## config.mk

```make
export PLATFORM = sky130hd
export DESIGN_NAME = osm_cell
export DESIGN_NICKNAME = d
export VERILOG_FILES = /design/src/rtl/assert_macros.svh /design/src/rtl/osm_pkg.sv /design/src/rtl/osm_cell.sv
export SDC_FILE = /design/constraint.sdc
export NUM_CORES = 1
export LEC_CHECK = 0
export ABC_AREA = 1
export BUFFER_PORTS_ARGS = -buffer_cell sky130_fd_sc_hd__buf_2
export CAP_MARGIN = 10
export CORE_AREA = 5 5 178 180
export CTS_BUF_LIST = sky130_fd_sc_hd__clkbuf_4
export DETAILED_ROUTE_END_ITERATION = 10
export DIE_AREA = 0 0 183 185
export PLACE_DENSITY = 0.67
export SLEW_MARGIN = 10
export SYNTH_ARGS = -nofsm -noshare
export SYNTH_HDL_FRONTEND = slang
export SYNTH_SLANG_ARGS = --single-unit
export TNS_END_PERCENT = 10
```

## constraint.sdc

```tcl
create_clock -name i_clk -period 3.5 [get_ports i_clk]
set_input_delay 0.35 -clock i_clk [delete_from_list [all_inputs] [get_ports i_clk]]
set_output_delay 0.35 -clock i_clk [all_outputs]
set_load 0.005 [all_outputs]
```

## src/rtl/assert_macros.svh

```systemverilog
// Assertion macros shared by the RTL files.
// Included by modules that carry concurrent checks.
`ifndef ASSERT_MACROS_SVH
`define ASSERT_MACROS_SVH

// Implication checked at every clock edge outside reset.
`define OSM_ASSERT_IMP(label, clk, rst_n, ante, cons) \
    label: assert property (@(posedge clk) disable iff (!rst_n) (ante) |-> (cons)) \
        else $error("assertion failed");

// Next-cycle implication checked outside reset.
`define OSM_ASSERT_NEXT(label, clk, rst_n, ante, cons) \
    label: assert property (@(posedge clk) disable iff (!rst_n) (ante) |=> (cons)) \
        else $error("assertion failed");

`endif

```

## src/rtl/osm_pkg.sv

```systemverilog
// Shared types and codes for the order-statistic multiset.
// No dependencies.
package osm_pkg;

    localparam logic [2:0] ACT_INSERT = 3'd0;
    localparam logic [2:0] ACT_REMOVE = 3'd1;
    localparam logic [2:0] ACT_RANK   = 3'd2;
    localparam logic [2:0] ACT_KTH    = 3'd3;
    localparam logic [2:0] ACT_PRED   = 3'd4;
    localparam logic [2:0] ACT_SUCC   = 3'd5;

    localparam logic [1:0] ST_OK    = 2'd0;
    localparam logic [1:0] ST_RANGE = 2'd1;
    localparam logic [1:0] ST_FULL  = 2'd2;

    localparam logic signed [31:0] INT_MIN = 32'sh8000_0000;
    localparam logic signed [31:0] INT_MAX = 32'sh7FFF_FFFF;
    localparam logic [15:0] TOTAL_LIMIT    = 16'hFFFF;

    // Partial result rippled along the cell chain, one cell per cycle.
    typedef struct packed {
        logic [15:0]        below;
        logic [15:0]        run;
        logic               kfound;
        logic signed [31:0] kkey;
        logic               predf;
        logic signed [31:0] pkey;
        logic               succf;
        logic signed [31:0] skey;
        logic               hit;
        logic               hit_full;
        logic               hit_one;
    } t_wave;

    // Broadcast to every cell: operand and update strobes.
    typedef struct packed {
        logic signed [31:0] x;
        logic [15:0]        pos;
        logic               ins_new;
        logic               inc;
        logic               dec;
        logic               del;
    } t_bcast;

endpackage

```

## src/rtl/osm_cell.sv

```systemverilog
// One sorted slot of the multiset: key, multiplicity, wave stage.
// Uses osm_pkg.
module osm_cell
    import osm_pkg::*;
#(
    parameter int COUNT_BITS = 16
) (
    input  logic                  i_clk,
    input  logic                  i_valid,
    input  logic                  i_left_lt,
    input  logic signed [31:0]    i_left_key,
    input  logic [COUNT_BITS-1:0] i_left_mult,
    input  logic signed [31:0]    i_right_key,
    input  logic [COUNT_BITS-1:0] i_right_mult,
    input  t_bcast                i_bc,
    input  t_wave                 i_wave,
    output t_wave                 o_wave,
    output logic                  o_lt,
    output logic signed [31:0]    o_key,
    output logic [COUNT_BITS-1:0] o_mult
);
    localparam logic [COUNT_BITS-1:0] MULT_MAX = {COUNT_BITS{1'b1}};
    localparam logic [COUNT_BITS-1:0] MULT_ONE = COUNT_BITS'(1);

    logic signed [31:0]    r_key;
    logic [COUNT_BITS-1:0] r_mult;
    t_wave                 r_wave;
    t_wave                 n_wave;
    logic                  w_lt, w_eq, w_gt;
    logic [15:0]           w_m16;

    assign w_lt  = i_valid && (r_key < i_bc.x);
    assign w_eq  = i_valid && (r_key == i_bc.x);
    assign w_gt  = i_valid && !w_lt && !w_eq;
    assign w_m16 = 16'(r_mult);

    always_comb begin
        n_wave = i_wave;
        if (w_lt) begin
            n_wave.below = i_wave.below + w_m16;
            n_wave.predf = 1'b1;
            n_wave.pkey  = r_key;
        end
        if (i_valid) begin
            n_wave.run = i_wave.run + w_m16;
        end
        if (i_valid && !i_wave.kfound && (n_wave.run >= i_bc.pos)) begin
            n_wave.kfound = 1'b1;
            n_wave.kkey   = r_key;
        end
        if (w_gt && !i_wave.succf) begin
            n_wave.succf = 1'b1;
            n_wave.skey  = r_key;
        end
        if (w_eq) begin
            n_wave.hit      = 1'b1;
            n_wave.hit_full = (r_mult == MULT_MAX);
            n_wave.hit_one  = (r_mult == MULT_ONE);
        end
    end

    always_ff @(posedge i_clk) begin
        r_wave <= n_wave;
        if (i_bc.ins_new && !w_lt) begin
            if (i_left_lt) begin
                r_key  <= i_bc.x;
                r_mult <= MULT_ONE;
            end else begin
                r_key  <= i_left_key;
                r_mult <= i_left_mult;
            end
        end else if (i_bc.del && !w_lt) begin
            r_key  <= i_right_key;
            r_mult <= i_right_mult;
        end else if (i_bc.inc && w_eq) begin
            r_mult <= r_mult + MULT_ONE;
        end else if (i_bc.dec && w_eq) begin
            r_mult <= r_mult - MULT_ONE;
        end
    end

    assign o_wave = r_wave;
    assign o_lt   = w_lt;
    assign o_key  = r_key;
    assign o_mult = r_mult;
endmodule

```

==> flow_results.org <==
** CTS
- The tree is rooted in a sky130_fd_sc_hd__clkbuf_4.
- Num CTS Buffers :: 17
- Reg clk slew, reported paths :: 0.17 ns
- The clock passes through at most 2 buffers.
- H-Tree Depth :: 4
- TritonCTS clock tree :: done
- For this design, the sink count on the clock tree is 182.
- The clock reaches the later pin of the worst-skew pair after 0.62 ns.

** Logic synthesis
- Post-Syn Instances :: 1344
- Summing the areas of all compound-gate instances in the mapped netlist gives 15.5% of the synthesized area.
- Seq cells post-synth :: 182
- Area fraction in and, or, nand and nor cells after synthesis :: 21.2%
- In this run, synthesis inferred 48 flip-flops with an integrated enable.
- Flip-flop cell with the highest count after synthesis :: sky130_fd_sc_hd__dfxtp_1
- Area of the mapped netlist :: 10500 um2
- Number of nets produced by synthesis :: 1712
- For this run, asynchronously set or reset flops after synthesis account for 0%.
- Largest family of logic cells by synthesized area :: simple AND/OR/NAND/NOR gates
- Summing the sequential cell areas from Yosys gives about two fifths of the chip area.
- Share of synthesized cell area in full adder, half adder and majority cells :: 10.1%
- Multiplexer share of the synthesized area :: 0.215%
- Number of warnings reported in the yosys synthesis log :: 0
- Xor and xnor area share after synthesis :: under 10%
- Post-synthesis cell type count :: 46
- Average cell area after synthesis :: 7.80 um2

** Floorplan
- Cell Rows :: 64
- The initial utilization of the core area, before any placement, comes to 34.9%.
- The die covers 33900 um2.
- Ports :: ~470
- From left edge to right edge, the die measures 183 um.
- In this run the standard cell core region covers 30000 um2.
- Vert. Die Dim :: 185 um

** Power and ir drop
- Net Switching :: between 3 and 4 mW
- Overall power consumption after layout is estimated at 8.28 mW.
- Net switching is 41.2% of the power.
- The clock network burns 16.0% of the power.
- Maximum vdd ir drop :: about 0.34 mV
- For this design the ratio of total power to cell area is 521 nW/um2.
- Portion of total power attributed to sequential cells :: 35.5%
- Static leakage :: 8.21 nW
- Cell internal power dissipation :: 4.87 mW
- Combinational logic burns 48.5% of the power.

** Worst setup path
- In this run the critical register-to-register path is launched from o_mult[1].
- Worst setup slack for register-to-register paths :: about 0.079 ns
- Sum of buffers and inverters on the critical path :: 3
- The most critical setup path has its endpoint at o_wave[92].
- The worst setup path is captured at a flip-flop.
- The critical path in this run is classified as flip-flop to flip-flop.
- Of all nets on the critical path, the largest fanout is 9.
- The largest single stage delay on the critical path is 0.56 ns.
- In this run the critical register-to-register path is captured at o_wave[92].
- Cell chain of the critical path :: ha_1 -> nand3_2 -> nand2_2 -> a21oi_2 -> nor2_2 -> nand2_2 -> o21ai_2 -> xnor2_1 -> a21oi_1 -> ha_1 -> nand2_2 -> inv_2 -> nand3_2 -> nor3_2 -> nand3_1 -> nand3_2 -> nand3_4 -> buf_12 -> buf_8 -> nand2_1 -> o21ai_0
- Critical path launch point :: o_mult[1]
- Grouping stages by cell kind, the critical path spends the most delay in simple AND/OR/NAND/NOR gates.
- Required time reported for the critical path endpoint :: around 4 ns
- In this run the number of cells on the critical path is 21.
- The slowest stage of the critical path is the sky130_fd_sc_hd__edfxtp_1 cell.
- R2R cell count :: 21
- STA classifies the critical path startpoint as a flip-flop.
- Data on the critical path arrives at its endpoint at 3.95 ns.

** Detailed routing
- Routed wire length :: 44.3 mm
- WL per Instance :: roughly 18 um
- Via density per instance :: slightly below 5
- Detailed routing inserted a total of 11800 vias.
- Once detail routing completed, the nets flagged for antenna violations numbered 0.
- For this run, design rule violations remaining after detail routing come to 0.
- For this block, the initial DRC count from the detailed router was 769.
- Number of iterations in the first detailed-routing pass :: 5

** STA
- The number of pins exceeding their max-slew limit in the final report is 0.
- Final Skew :: 0.0392 ns
- Of the available clock period, the critical path in the final layout requires 97.7%.
- Tightest slew margin relative to the limit :: 40.7%
- Setup repair after global routing missed its margin :: true
- The worst path in the final design needs a cycle of 3.42 ns, including I/O delays and setup.
- Derived from the worst setup path, the maximum achievable clock frequency is 0.292 GHz.
- Final worst hold slack :: 0.0922 ns
- Final critical-path setup slack :: 0.0795 ns
- Final setup violation count :: 0
- Endpoints failing hold :: 0
- For the pin with the worst max-slew slack, the measured transition is 0.889 ns.

** Global routing
- Total Routing Usage GR :: around a quarter
- Global-route wire length before repair :: 63.5 mm
- The total overflow left after global routing is 0.
- Entering global routing, the biggest net connects 54 pins.
- Initial antenna violation count :: 12
- The number of global-route vias before repair came to 11600.

** Placement
- PortBufs :: 467
- Counting tap cells, the placed design contains a total of 2191 instances.
- The congestion estimate from routability-driven global placement came to 0.958.
- Detailed placement finished with a half-perimeter wire length of approximately 33 mm.
- Prior to clock tree synthesis, the placed netlist has a worst setup slack of -0.136 ns.
- Total cell area at the placement stage :: around 13000 um2

** Cells and area
- Compared with the post-synthesis result, the final layout area differs by 51.6%.
- Excluding fillers, the count of instances in the completed layout stands at 2424.
- Post-layout nets :: 2372
- After routing the design area is around 16000 um2.
- Of the cells placed in the final design, the portion with a size suffix greater than 1 is 33.8%.

** Min path
- The min-delay analysis places its worst path in the category primary input to flip-flop.

** Run status
- The run finished with clean final reports.

** Job
- Max cap viols :: 0
==> registers in the layout, summed over array words and instances (netlist names) <==
signal and flops:
o_key 32, o_mult 16, o_wave 134
==> per-layer routing <==
layer | routed length (um) | part of all wire [%] | GRT usage, %
met1 | 17500 | 40 | 29.4
met2 | 21000 | 47 | 40.0
met3 | 3960 | 9.0 | 7.40
met4 | 1760 | 4.0 | 11.0
met5 | 64 | 0.14 | 0.571
==> worst min-delay path, stage by stage <==
cell	delay, ns
sky130_fd_sc_hd__buf_2	0.07
sky130_fd_sc_hd__o21ai_0	0.08
sky130_fd_sc_hd__o21ai_2	0.12
==> cell usage in the layout, fill, tap and decap left out, types with 4 or more instances in the layout <==
| cell | count |
|---|---|
| sky130_fd_sc_hd__buf_2 | 467 |
| sky130_fd_sc_hd__nand2_1 | 362 |
| sky130_fd_sc_hd__dlygate4sd3_1 | 172 |
| sky130_fd_sc_hd__inv_1 | 156 |
| sky130_fd_sc_hd__dfxtp_1 | 134 |
| sky130_fd_sc_hd__o21ai_0 | 110 |
| sky130_fd_sc_hd__ha_1 | 76 |
| sky130_fd_sc_hd__o21ai_2 | 60 |
| sky130_fd_sc_hd__nand3_1 | 56 |
| sky130_fd_sc_hd__a21oi_1 | 50 |
| sky130_fd_sc_hd__edfxtp_1 | 48 |
| sky130_fd_sc_hd__nor2_1 | 44 |
| sky130_fd_sc_hd__buf_4 | 44 |
| sky130_fd_sc_hd__o21ai_1 | 32 |
| sky130_fd_sc_hd__xor2_1 | 30 |
| sky130_fd_sc_hd__xnor2_1 | 23 |
| sky130_fd_sc_hd__nand2_2 | 20 |
| sky130_fd_sc_hd__clkbuf_4 | 18 |
| sky130_fd_sc_hd__diode_2 | 11 |
| sky130_fd_sc_hd__nor3_1 | 10 |
| sky130_fd_sc_hd__nand4_1 | 8 |
| sky130_fd_sc_hd__nand3_2 | 7 |
| sky130_fd_sc_hd__buf_12 | 6 |
| sky130_fd_sc_hd__a21o_1 | 5 |
| sky130_fd_sc_hd__inv_6 | 5 |
| sky130_fd_sc_hd__nor2_2 | 4 |
| sky130_fd_sc_hd__a21oi_2 | 4 |
| sky130_fd_sc_hd__ha_4 | 4 |
| sky130_fd_sc_hd__clkbuf_16 | 4 |
==> cells in the mapped netlist, types with 4 or more instances <==
| cell | count | area share, % |
|---|---|---|
| sky130_fd_sc_hd__nand2_1 | 378 | 14 |
| sky130_fd_sc_hd__nand3_1 | 63 | 3.0 |
| sky130_fd_sc_hd__nor2_1 | 47 | 1.7 |
| sky130_fd_sc_hd__dfxtp_1 | 134 | 26 |
| sky130_fd_sc_hd__a31oi_1 | 4 | 0.24 |
| sky130_fd_sc_hd__o21ai_1 | 9 | 0.43 |
| sky130_fd_sc_hd__o21ai_0 | 140 | 6.7 |
| sky130_fd_sc_hd__nand2_2 | 4 | 0.24 |
| sky130_fd_sc_hd__a21oi_1 | 54 | 2.6 |
| sky130_fd_sc_hd__buf_2 | 14 | 0.67 |
| sky130_fd_sc_hd__o21ai_2 | 53 | 4.4 |
| sky130_fd_sc_hd__nor3_1 | 12 | 0.57 |
| sky130_fd_sc_hd__nand4_1 | 8 | 0.48 |
| sky130_fd_sc_hd__clkbuf_1 | 26 | 0.93 |
| sky130_fd_sc_hd__buf_6 | 16 | 1.7 |
| sky130_fd_sc_hd__ha_1 | 81 | 9.7 |
| sky130_fd_sc_hd__edfxtp_1 | 48 | 14 |
| sky130_fd_sc_hd__xor2_1 | 30 | 2.5 |
| sky130_fd_sc_hd__xnor2_1 | 23 | 1.9 |
| sky130_fd_sc_hd__a21o_1 | 5 | 0.36 |
| sky130_fd_sc_hd__inv_1 | 157 | 5.6 |
==> power groups by stage <==
| stage | Sequential (mW) | Clock (mW) | Combinational, mW |
|---|---|---|---|
| after global placement | 2.97 | 0 | 3.50 |
| after floorplan | 3.03 | 0 | 1.97 |
| after CTS | 2.93 | 1.36 | 3.77 |
| final | 2.94 | 1.32 | 4.02 |
| after global routing | 2.99 | 1.44 | 4.45 |
| after detailed placement | 2.98 | 0 | 3.55 |
==> metrics by stage <==
stage	TNS [ns]	util, %
finish	0	52.9
global route	-3.37	52.9
CTS	0	51.4
detailed placement	-2.89	44.5
global placement	-0.00341	44.5
floorplan	0	-
==> worst min path at each step <==
| stage | from | end | slack (ns) | cells past startpoint |
|---|---|---|---|---|
| 5_1_grt | i_left_key[17] | o_key[17] | 0.03 | 3 |
| 3_5_place_dp | i_wave[2] | o_wave[2] | 0.54 | 2 |
| 3_3_place_gp | i_wave[2] | o_wave[2] | 0.54 | 2 |
| 6_report | i_left_key[3] | o_key[3] | 0.09 | 3 |
| 2_1_floorplan | i_wave[68] | o_wave[68] | 0.45 | 1 |
| 4_1_cts | i_wave[106] | o_wave[106] | 0.006 | 3 |
==> cell families (layout without fill, tap and decap cells) <==
group	after synthesis	count (layout)
flops	182	182
other cells	0	11
buf+inv	218	891
xor+xnor	53	53
simple gates	530	530
fa+ha+maj	83	83
mux	2	2
compound gates	276	276
==> timing repair <==
action | CTS | global route
hold endpoints to repair | 172 | 0
gates cloned | 1 | 8
gates resized for setup | 4 | 78
setup endpoints to repair | 33 | 35
pin swaps | 1 | 17
buffers inserted | 1 | 8
hold buffers | 172 | 0
==> final cells by class <==
| class | instances | area (um2) |
|---|---|---|
| timing repair buffer | 699 | 4720 |
| antenna | 11 | 27.5 |
| clock buffer | 18 | 135 |
| tap | 396 | 495 |
| sequential | 182 | 4120 |
| inverter | 160 | 601 |
| multi-input combinational | 944 | 5610 |
| fill | 2745 | 14100 |
| clock inverter | 14 | 183 |
No activity file was read; power rests on OpenSTA's default activity.
